`src/hdl/rsdam_pkg.sv`:
```
// Shared constants and types for the streaming small-regex matcher.
// No dependencies; used by regex_star_dot_anchor_match.
package rsdam_pkg;

    localparam int PATTERN_MAX = 16;
    localparam int POS_W       = $clog2(PATTERN_MAX + 1);
    localparam int CFG_DATA_W  = 64;
    localparam int LEN_W       = 5;

    localparam logic [7:0] CH_CARET  = 8'h5E;
    localparam logic [7:0] CH_DOLLAR = 8'h24;
    localparam logic [7:0] CH_STAR   = 8'h2A;
    localparam logic [7:0] CH_DOT    = 8'h2E;

    // one bit for each pattern position, plus the "whole pattern consumed" position
    typedef logic [PATTERN_MAX:0]   t_posvec;
    typedef logic [POS_W-1:0]       t_pos;
    typedef logic [7:0]             t_byte;

    typedef enum logic [1:0] {
        CFG_PAT_LOW  = 2'd0,
        CFG_PAT_HIGH = 2'd1,
        CFG_PAT_LEN  = 2'd2
    } t_cfg_idx;

endpackage

```
`src/hdl/regex_star_dot_anchor_match.sv`:
```
// Streaming small-regex matcher: literals, '.', 'c*', leading '^', trailing '$'.
// Depends on rsdam_pkg for pattern size, special characters and register indexes.
//
//   channel  dir  handshake               payload
//   input    in   i_valid / o_ready       i_text_byte, i_end_of_text
//   result   out  o_valid / i_ready       o_matched (one per terminator item)
//   config   in   i_cfg_wr_en             i_cfg_index, i_cfg_data
//
// One item per cycle sustained unless a terminator waits on a full result register: an
// accepted item lands in the input register, and from there the position-vector update
// (star closure and byte compare) runs into the state and result registers. Results
// pass the input register, then the result register. Reset is synchronous and active low.
// Only a terminator item waits on a full result register; text bytes never stall.
module regex_star_dot_anchor_match (
    input  logic        i_clk,
    input  logic        i_rst_n,
    input  logic        i_valid,
    output logic        o_ready,
    input  logic [7:0]  i_text_byte,
    input  logic        i_end_of_text,
    output logic        o_valid,
    input  logic        i_ready,
    output logic        o_matched,
    input  logic        i_cfg_wr_en,
    input  logic [1:0]  i_cfg_index,
    input  logic [rsdam_pkg::CFG_DATA_W-1:0] i_cfg_data
);

    localparam int N = rsdam_pkg::PATTERN_MAX;

    // configuration
    logic [rsdam_pkg::CFG_DATA_W-1:0] r_pat_low;
    logic [rsdam_pkg::CFG_DATA_W-1:0] r_pat_high;
    logic [rsdam_pkg::LEN_W-1:0]      r_pat_len;

    // input register
    logic                  r_in_valid;
    rsdam_pkg::t_byte      r_in_byte;
    logic                  r_in_eot;

    // matcher state
    rsdam_pkg::t_posvec    r_live;
    logic                  r_seen;
    logic                  r_at_start;

    // result register
    logic                  r_out_valid;
    logic                  r_matched;

    // pattern decode
    rsdam_pkg::t_byte [N-1:0] pat;
    rsdam_pkg::t_pos          n;
    logic [N-1:0]             lt_n;
    logic [N-1:0]             star;
    logic [N-1:0]             dollar;
    logic                     anchored;

    // per-item datapath
    rsdam_pkg::t_posvec    cur;
    rsdam_pkg::t_posvec    n_live;
    logic                  hit;
    logic                  end_hit;
    logic                  process;

    always_comb begin
        logic [rsdam_pkg::LEN_W-1:0] len_sat;
        for (int i = 0; i < N; i++) begin
            if (i < 8) begin
                pat[i] = r_pat_low[8*i +: 8];
            end else begin
                pat[i] = r_pat_high[8*(i-8) +: 8];
            end
        end
        if (r_pat_len > rsdam_pkg::LEN_W'(N)) begin
            len_sat = rsdam_pkg::LEN_W'(N);
        end else begin
            len_sat = r_pat_len;
        end
        // the pattern stops at the first zero byte inside the length
        n = rsdam_pkg::POS_W'(len_sat);
        for (int i = N - 1; i >= 0; i--) begin
            if (rsdam_pkg::LEN_W'(i) < len_sat && pat[i] == 8'h00) begin
                n = rsdam_pkg::POS_W'(i);
            end
        end
        for (int i = 0; i < N; i++) begin
            lt_n[i]   = rsdam_pkg::POS_W'(i) < n;
            dollar[i] = (rsdam_pkg::POS_W'(i + 1) == n) && (pat[i] == rsdam_pkg::CH_DOLLAR);
            if (i < N - 1) begin
                star[i] = (rsdam_pkg::POS_W'(i + 1) < n) && (pat[i+1] == rsdam_pkg::CH_STAR);
            end else begin
                star[i] = 1'b0;
            end
        end
        anchored = (n != '0) && (pat[0] == rsdam_pkg::CH_CARET);
    end

    always_comb begin
        rsdam_pkg::t_posvec live_in;
        for (int i = 0; i <= N; i++) begin
            live_in[i] = r_live[i] & (rsdam_pkg::POS_W'(i) <= n);
        end
        cur = live_in;
        // seed the start position: once for an anchored pattern, on every byte otherwise
        if (!anchored) begin
            cur[0] = 1'b1;
        end else if (r_at_start) begin
            cur[1] = 1'b1;
        end
        // positions only move forward, so one ascending pass closes over stars
        for (int i = 0; i < N - 1; i++) begin
            if (cur[i] && star[i]) begin
                cur[i+2] = 1'b1;
            end
        end
        hit     = cur[n];
        end_hit = |(cur[N-1:0] & dollar);

        n_live = '0;
        for (int i = 0; i < N; i++) begin
            if (cur[i] && lt_n[i] && !dollar[i]
                    && (pat[i] == rsdam_pkg::CH_DOT || pat[i] == r_in_byte)) begin
                if (star[i]) begin
                    n_live[i] = 1'b1;
                end else begin
                    n_live[i+1] = 1'b1;
                end
            end
        end
    end

    // a terminator needs a free result register; text bytes always go through
    assign process = r_in_valid && (!r_in_eot || !r_out_valid || i_ready);
    assign o_ready = !r_in_valid || process;

    always_ff @(posedge i_clk) begin
        if (!i_rst_n) begin
            r_pat_low  <= '0;
            r_pat_high <= '0;
            r_pat_len  <= '0;
        end else if (i_cfg_wr_en) begin
            case (i_cfg_index)
                rsdam_pkg::CFG_PAT_LOW:  r_pat_low  <= i_cfg_data;
                rsdam_pkg::CFG_PAT_HIGH: r_pat_high <= i_cfg_data;
                rsdam_pkg::CFG_PAT_LEN:  r_pat_len  <= i_cfg_data[rsdam_pkg::LEN_W-1:0];
                default: begin
                    // no register at this index: drop the write
                end
            endcase
        end
    end

    always_ff @(posedge i_clk) begin
        if (!i_rst_n) begin
            r_in_valid <= 1'b0;
        end else if (o_ready) begin
            r_in_valid <= i_valid;
        end
    end

    always_ff @(posedge i_clk) begin
        if (o_ready && i_valid) begin
            r_in_byte <= i_text_byte;
            r_in_eot  <= i_end_of_text;
        end
    end

    always_ff @(posedge i_clk) begin
        if (!i_rst_n) begin
            r_live     <= '0;
            r_seen     <= 1'b0;
            r_at_start <= 1'b1;
        end else if (process) begin
            if (r_in_eot) begin
                r_live     <= '0;
                r_seen     <= 1'b0;
                r_at_start <= 1'b1;
            end else begin
                r_live     <= n_live;
                r_seen     <= r_seen | hit;
                r_at_start <= 1'b0;
            end
        end
    end

    always_ff @(posedge i_clk) begin
        if (!i_rst_n) begin
            r_out_valid <= 1'b0;
        end else if (process && r_in_eot) begin
            r_out_valid <= 1'b1;
        end else if (i_ready) begin
            r_out_valid <= 1'b0;
        end
    end

    always_ff @(posedge i_clk) begin
        if (process && r_in_eot) begin
            r_matched <= r_seen | hit | end_hit;
        end
    end

    assign o_valid   = r_out_valid;
    assign o_matched = r_matched;

endmodule

```
`config.mk`:
```
export PLATFORM = sky130hd
export DESIGN_NAME = regex_star_dot_anchor_match
export DESIGN_NICKNAME = d
export VERILOG_FILES = /design/src/hdl/rsdam_pkg.sv /design/src/hdl/regex_star_dot_anchor_match.sv
export SDC_FILE = /design/constraint.sdc
export NUM_CORES = 1
export LEC_CHECK = 0
export ABC_CLOCK_PERIOD_IN_PS = 4050
export BUFFER_PORTS_ARGS = -buffer_cell sky130_fd_sc_hd__buf_2
export CORE_MARGIN = 2
export CORE_UTILIZATION = 34
export CTS_CLUSTER_SIZE = 14
export DETAILED_ROUTE_END_ITERATION = 16
export MAX_ROUTING_LAYER = met4
export PLACE_DENSITY = 0.52
export SETUP_SLACK_MARGIN = 0.3
export SYNTH_ARGS = -nofsm -noshare
export SYNTH_HDL_FRONTEND = slang
export SYNTH_SLANG_ARGS = --single-unit
```
`constraint.sdc`:
```
create_clock -name i_clk -period 4.05 [get_ports i_clk]
set_input_delay 0.2025 -clock i_clk [delete_from_list [all_inputs] [get_ports i_clk]]
set_output_delay 0.2025 -clock i_clk [all_outputs]
set_load 0.005 [all_outputs]
```
# After elaboration in Yosys (flattened, before gate mapping)

Index checks and enable logic that the tools add are counted.

Output and inout port bits: 3
Input bits: 80
Logic and storage cells: 427
Bits in registers: 164

$lt $le $gt $ge: 51
Bitwise gates (word level): 20
Equal/unequal tests: 82
Mux-type cells: 88
Reductions and logical operators: 175

Operator list:

| kind                                                | count |
|---|---|
| equality test 8 x 6 -> 1 bit, second input constant | 47 |
| equality test 8 bit                                 | 16 |
| logical NOT 8 bit                                   | 16 |
| logical AND 1 bit                                   | 114 |
| two-way mux 5 bit                                   | 17 |
| < comparator 4 x 5 -> 1 bit, first input constant   | 16 |
| two-way mux 1 bit                                   | 53 |
| equality test 4 x 5 -> 1 bit, first input constant  | 8 |
| <= comparator 4 x 5 -> 1 bit, first input constant  | 8 |
| < comparator 3 x 5 -> 1 bit, first input constant   | 8 |
| two-way mux 2 bit                                   | 16 |
| equality test 3 x 5 -> 1 bit, first input constant  | 4 |
| <= comparator 3 x 5 -> 1 bit, first input constant  | 4 |
| < comparator 1 x 5 -> 1 bit, first input constant   | 4 |
| < comparator 2 x 5 -> 1 bit, first input constant   | 4 |
| logical NOT 1 bit                                   | 19 |
| logical OR 1 bit                                    | 19 |
| AND 1 bit                                           | 17 |
| two-way mux 17 bit                                  | 1 |
| AND 16 bit                                          | 1 |
| OR reduction 16 bit                                 | 1 |
| equality test 2 x 5 -> 1 bit, first input constant  | 2 |
| <= comparator 1 x 5 -> 1 bit, first input constant  | 2 |
| <= comparator 2 x 5 -> 1 bit, first input constant  | 2 |
| other kinds (14)                                    | 17 |

# Longest topological paths before layout

Depth in word-level cells: 57
Mapped depth: 15
Gate-level depth less buffers: 11

# Least setup slack after synthesis

Ideal clock, no wire load.

Kind: register -> register
From: register r_pat_low[28] (netlist name)
To: register r_matched (netlist: o_matched), data pin
Cell stages (with the launch flop): 14
Data arrival time: 2.954 ns
Path buffers: 2
Clock period less this slack: 3.218 ns
Setup time: 0.264 ns
Setup slack: 0.832 ns
Cells stage by stage: dfxtp_1 > or4_1 > or4_1 > nand2_1 > o21ba_2 > nor3_2 > buf_2 > buf_2 > mux2i_1 > o22ai_1 > nor3_1 > nand3_1 > a211oi_1 > nand2_1

Cells in the longest elaborated chain, start to end: 29
Elaborated cells on any way between the ends: 145

RTL lines:

| what                                                                      | line                                                                  | source |
|---|---|---|
| start: declaration                                                        | regex_star_dot_anchor_match.sv:32                                     | `logic [rsdam_pkg::CFG_DATA_W-1:0] r_pat_low;` |
| start signal: assignment                                                  | regex_star_dot_anchor_match.sv:143                                    | `rsdam_pkg::CFG_PAT_LOW: r_pat_low <= i_cfg_data;` |
| logical NOT 8 bit                                                         | regex_star_dot_anchor_match.sv:82                                     | `if (rsdam_pkg::LEN_W'(i) < len_sat && pat[i] == 8'h00) begin` |
| logical AND 1 bit                                                         | regex_star_dot_anchor_match.sv:82                                     |  |
| two-way mux 5 bit (4 in series)                                           | regex_star_dot_anchor_match.sv:82                                     |  |
| <= comparator 1 x 5 -> 1 bit / nonzero test 5 bit (equally long branches) | regex_star_dot_anchor_match.sv:101, regex_star_dot_anchor_match.sv:95 |  |
| AND 1 bit / logical AND 1 bit (equally long branches)                     | regex_star_dot_anchor_match.sv:101, regex_star_dot_anchor_match.sv:95 |  |
| two-way mux 1 bit                                                         | regex_star_dot_anchor_match.sv:105                                    | `if (!anchored) begin` |
| logical AND 1 bit                                                         | regex_star_dot_anchor_match.sv:112                                    | `if (cur[i] && star[i]) begin` |
| two-way mux 1 bit                                                         | regex_star_dot_anchor_match.sv:112                                    |  |
| (+10 left out)                                                            | n/a                                                                   |  |
| logical AND 1 bit                                                         | regex_star_dot_anchor_match.sv:112                                    |  |
| two-way mux 1 bit                                                         | regex_star_dot_anchor_match.sv:112                                    |  |
| logical AND 1 bit                                                         | regex_star_dot_anchor_match.sv:112                                    |  |
| two-way mux 1 bit                                                         | regex_star_dot_anchor_match.sv:112                                    |  |
| binary-select mux 1 bit (select 5 bit)                                    | regex_star_dot_anchor_match.sv:116                                    | `hit = cur[n];` |
| two-way mux 1 bit (implied by the code)                                   | regex_star_dot_anchor_match.sv:116                                    |  |
| OR 1 bit                                                                  | regex_star_dot_anchor_match.sv:198                                    | `r_matched <= r_seen \| hit \| end_hit;` |
| OR 1 bit *                                                                | regex_star_dot_anchor_match.sv:198                                    |  |
| end signal: assignment                                                    | regex_star_dot_anchor_match.sv:198                                    |  |
| end: declaration                                                          | regex_star_dot_anchor_match.sv:48                                     | `logic r_matched;` |

Mark *: on every way between the ends. The rest lies on a longest branch, timed or not. The select of a mux whose other input is x is not followed.
A chain may end at the register's enable or synchronous reset.

# Final worst setup path

From: register r_pat_len[4] (netlist name)
To: register r_matched (netlist: o_matched), data pin

Cells in the longest elaborated chain, start to end: 43
Elaborated cells on any way between the ends: 187

RTL lines:

| what                                                                      | line                                                                  | source |
|---|---|---|
| start: declaration                                                        | regex_star_dot_anchor_match.sv:34                                     | `logic [rsdam_pkg::LEN_W-1:0] r_pat_len;` |
| start signal: assignment                                                  | regex_star_dot_anchor_match.sv:145                                    | `rsdam_pkg::CFG_PAT_LEN: r_pat_len <= i_cfg_data[rsdam_pkg::LEN_W-1:0];` |
| > comparator 5 bit                                                        | regex_star_dot_anchor_match.sv:74                                     | `if (r_pat_len > rsdam_pkg::LEN_W'(N)) begin` |
| two-way mux 5 bit *                                                       | regex_star_dot_anchor_match.sv:74                                     |  |
| < comparator 4 x 5 -> 1 bit                                               | regex_star_dot_anchor_match.sv:82                                     |  |
| logical AND 1 bit                                                         | regex_star_dot_anchor_match.sv:82                                     |  |
| two-way mux 5 bit (15 in series)                                          | regex_star_dot_anchor_match.sv:82                                     |  |
| two-way mux 5 bit *                                                       | regex_star_dot_anchor_match.sv:82                                     |  |
| <= comparator 1 x 5 -> 1 bit / nonzero test 5 bit (equally long branches) | regex_star_dot_anchor_match.sv:101, regex_star_dot_anchor_match.sv:95 |  |
| AND 1 bit / logical AND 1 bit (equally long branches)                     | regex_star_dot_anchor_match.sv:101, regex_star_dot_anchor_match.sv:95 |  |
| (+13 left out)                                                            | n/a                                                                   |  |
| logical AND 1 bit                                                         | regex_star_dot_anchor_match.sv:112                                    |  |
| two-way mux 1 bit                                                         | regex_star_dot_anchor_match.sv:112                                    |  |
| logical AND 1 bit                                                         | regex_star_dot_anchor_match.sv:112                                    |  |
| two-way mux 1 bit                                                         | regex_star_dot_anchor_match.sv:112                                    |  |
| binary-select mux 1 bit (select 5 bit)                                    | regex_star_dot_anchor_match.sv:116                                    |  |
| two-way mux 1 bit (implied by the code)                                   | regex_star_dot_anchor_match.sv:116                                    |  |
| OR 1 bit                                                                  | regex_star_dot_anchor_match.sv:198                                    |  |
| OR 1 bit *                                                                | regex_star_dot_anchor_match.sv:198                                    |  |

Marked as above.

==> impl_summary.log <==
[metrics] run status: completed
[metrics] effective utilization at floorplan: 0.347
[metrics] initial antenna violation count: 0
[metrics] CTS max path bufs: 2
[metrics] post-route total power: 4.21 mW
[metrics] Ant. Diodes: 0
[metrics] required time at the worst-slack endpoint: ~4.4 ns
[metrics] hold slack: between 0.015 and 0.02 ns
[metrics] area of the core region: roughly 30000 um2
[metrics] detailed-router iteration count before antenna repair: 7
[metrics] global-route wire length before repair: about 57000 um
[metrics] Die ar.: 31700 um2
[metrics] Setup Total Neg Slack: 0 ns
[metrics] DRC viols: 0
[metrics] die span in x: between 150 and 200 um
[metrics] Clk Tree Root Cell: clkbuf_16
[metrics] shortest period the worst path allows: 3.69 ns
[metrics] transition time at the pin with the least slew margin: 1.07 ns
[metrics] GRT overflow: 0
[metrics] cell leakage power: about 4.3 nW
[metrics] max frequency: roughly 0.27 GHz
[metrics] number of max-cap violations: 0
[metrics] element type at the critical path end: flip-flop
[metrics] Max FO, Critical Path: 18
[metrics] final worst clock skew: between 0.01 and 0.015 ns
[metrics] clock-pin slew on the worst setup and hold paths: ~0.07 ns
[metrics] unrepaired setup endpoints after global routing: true
[metrics] Routed wire per std cell: 20.1 um
[metrics] cell with the largest stage delay on the worst path: or4_1
[metrics] P per Cell Area: roughly 340 nW/um2
[metrics] total buffers and inverters traversed by the critical path: 2
[metrics] largest area contributor in the netlist: dfxtp_1
[metrics] RD Place Congestion: between 0.9 and 1
[metrics] num rows: between 60 and 70
[metrics] antenna viol nets, final: 0
[metrics] type of origin of the critical path: flip-flop
[metrics] Post-DP HPWL: 27600 um
[metrics] fraction of registers with async set/reset: 0
[metrics] Arrival @ worst endpoint: around 4.0 ns
[metrics] Synth area leaders: dfxtp_1, nand2_1, a21boi_0
[metrics] number of flops mapped to enable cells by yosys: 10
[metrics] Routed WL: roughly 36000 um
[metrics] post-synthesis cell area: just over 10000 um2
[metrics] clock tree from TritonCTS: built
[metrics] critical path type: flip-flop to flip-flop
[metrics] number of I/O pins: 83
[metrics] Clock H-tree levels: 4
[metrics] number of sinks on the clock net: 164
[metrics] vias: around 10000
[metrics] final period utilization: 0.910
[metrics] fraction of layout cells with a size suffix above 1: 0.170
[metrics] filler instances: slightly above 3000
[metrics] area share of the leading cell type in the synthesized netlist: 0.299
[metrics] synthesis warning total: 0
[metrics] synthesis-to-layout area growth: 18.9%
[metrics] Buffers on Ports: between 80 and 90
[metrics] cells after synthesis: around 1300
[metrics] vias in the first global route: about 9500
[metrics] sequential cell area fraction in the yosys report: 0.329
[metrics] worst-case register-to-register setup slack: 0.36 ns
[metrics] Pins Over Slew Limit: 0
[metrics] maximum number of pins on one net before global-route repair: 122
[metrics] all-layer global routing usage: 0.241
[metrics] clock buffer count from CTS: 17
[metrics] Post-Synthesis Net Count: roughly 1400
[metrics] Final Setup Violations: 0
[metrics] ranking of synthesized cells by instance count: nand2_1, dfxtp_1, a21boi_0
[metrics] register bit total from synthesis: 164
[metrics] most instantiated flip-flop cell in the synthesis netlist: dfxtp_1
[metrics] count of unique library cells instantiated by Yosys: 91
[metrics] syn_area_per_cell: 7.81 um2
[metrics] Max-Slew Margin vs Limit: 0.287
[metrics] cells along the critical path: buf_12, or4_1, nand3_1, nand4_4, buf_4, or3_4, nor3_4, nand2_1, nor4b_2, a311oi_1, nand3_1, a211oi_1, nand2_1
[metrics] via count normalized by instance count: roughly 5.5
[metrics] VDD IR max: ~0.23 mV
[metrics] most common cell in the netlist: nand2_1
[metrics] number of nets in the final layout: ~1500
[metrics] starting DRC count in detailed routing: 756
[metrics] worst-skew pair later-pin latency: approximately 0.44 ns
[metrics] CP delay by family, top: simple AND/OR/NAND/NOR gates
[metrics] die span in y: 178 um
[metrics] Final Hold Viols: 0
[metrics] Max stage delay on crit path: around 0.54 ns
[metrics] Worst Hold Class: primary input to flip-flop
placed cells by master, fill, tap and decap left out, types with 7 or more instances in the layout:
cell             n
nand2_1        325
dfxtp_1        152
a21boi_0       131
buf_2           81
buf_4           67
xnor2_1         64
xor2_1          64
nor2_1          47
nor4_1          39
nand3_1         35
nand4_1         34
nor3_1          27
a21oi_1         24
nor2b_1         18
clkbuf_16       17
inv_1           14
or3_1           12
o21ai_0         12
and2_1          11
and3_1          11
o22ai_1         11
edfxtp_1        10
a31oi_1          9
dlygate4sd3_1    9
o211ai_1         8
a21o_1           8
nand4b_1         7
a211oi_1         7
mux2i_1          7
a22oi_1          7
worst reg2reg max path: cells and delay by family (launching register included):
kind            cells  cell delay (ns)
compound gates      2             0.16
buf+inv             2             0.40
flops               1             0.38
simple gates        9             2.62
logic make-up after synthesis:
family | after synthesis | share of synthesized area
simple gates | 635 | 0.306
compound gates | 288 | 0.213
flops | 164 | 0.329
xor+xnor | 128 | 0.109
buf+inv | 97 | 0.0377
mux | 7 | 0.00680
timing repair:
action                                  in CTS  in global routing
resized for setup                            7                 28
endpoints found under the setup margin       3                 16
hold buffers                                 9                  0
setup buffers                                0                  4
hold endpoints to repair                     9                  0
pin swaps                                    1                  6
sequential cells by signal (all words and copies together) (netlist names), 5 cells and up:
signal	count
r_pat_high	64
r_pat_low	64
r_live	17
r_in_byte	8
r_pat_len	5
stage by stage:
step | cells | cell area (um2) | setup WS [ns] | util
after floorplan | 1319 | 10300 | 0.832 | -
after global placement | 1771 | 11400 | 0.00862 | 0.382
after detailed placement | 1771 | 11400 | 0.160 | 0.382
after CTS | 1812 | 12000 | 0.306 | 0.405
after global routing | 1816 | 12200 | 0.252 | 0.412
final | 1816 | 12200 | 0.364 | 0.412
final cells by class:
type	count	area, um2	area share
Inverter	14	52.6	0.00429
Clock inverter	12	95.1	0.00777
Multi-Input combinational cell	1058	6740	0.550
Tap cell	390	488	0.0399
Timing Repair Buffer	158	1020	0.0832
Sequential cell	164	3390	0.277
Clock buffer	20	467	0.0381
where the power goes:
group / internal (mW) / switching (mW)
Clock: 0.842 / 0.739
Combinational: 0.355 / 0.508
Sequential: 1.68 / 0.0868
routing by layer:
| metal | GRT usage | vias to the layer above | part of all wire |
|---|---|---|---|
| met5 | - | - | 0 |
| met4 | 0.0550 | 0 | 0.013 |
| met3 | 0.0288 | 36 | 0.042 |
| met2 | 0.368 | 246 | 0.45 |
| met1 | 0.340 | 4810 | 0.49 |
| li1 | - | 4851 | - |
final timing paths:
kind | from | to | depth (start not counted)
max | r_pat_len[4] | o_matched | 13
min | i_cfg_data[24] | r_pat_high[24] | 3
max reg2reg | r_pat_len[4] | o_matched | 13
min reg2reg | r_live[8] | r_live[8] | 2
No activity file was read; power rests on OpenSTA's default activity.
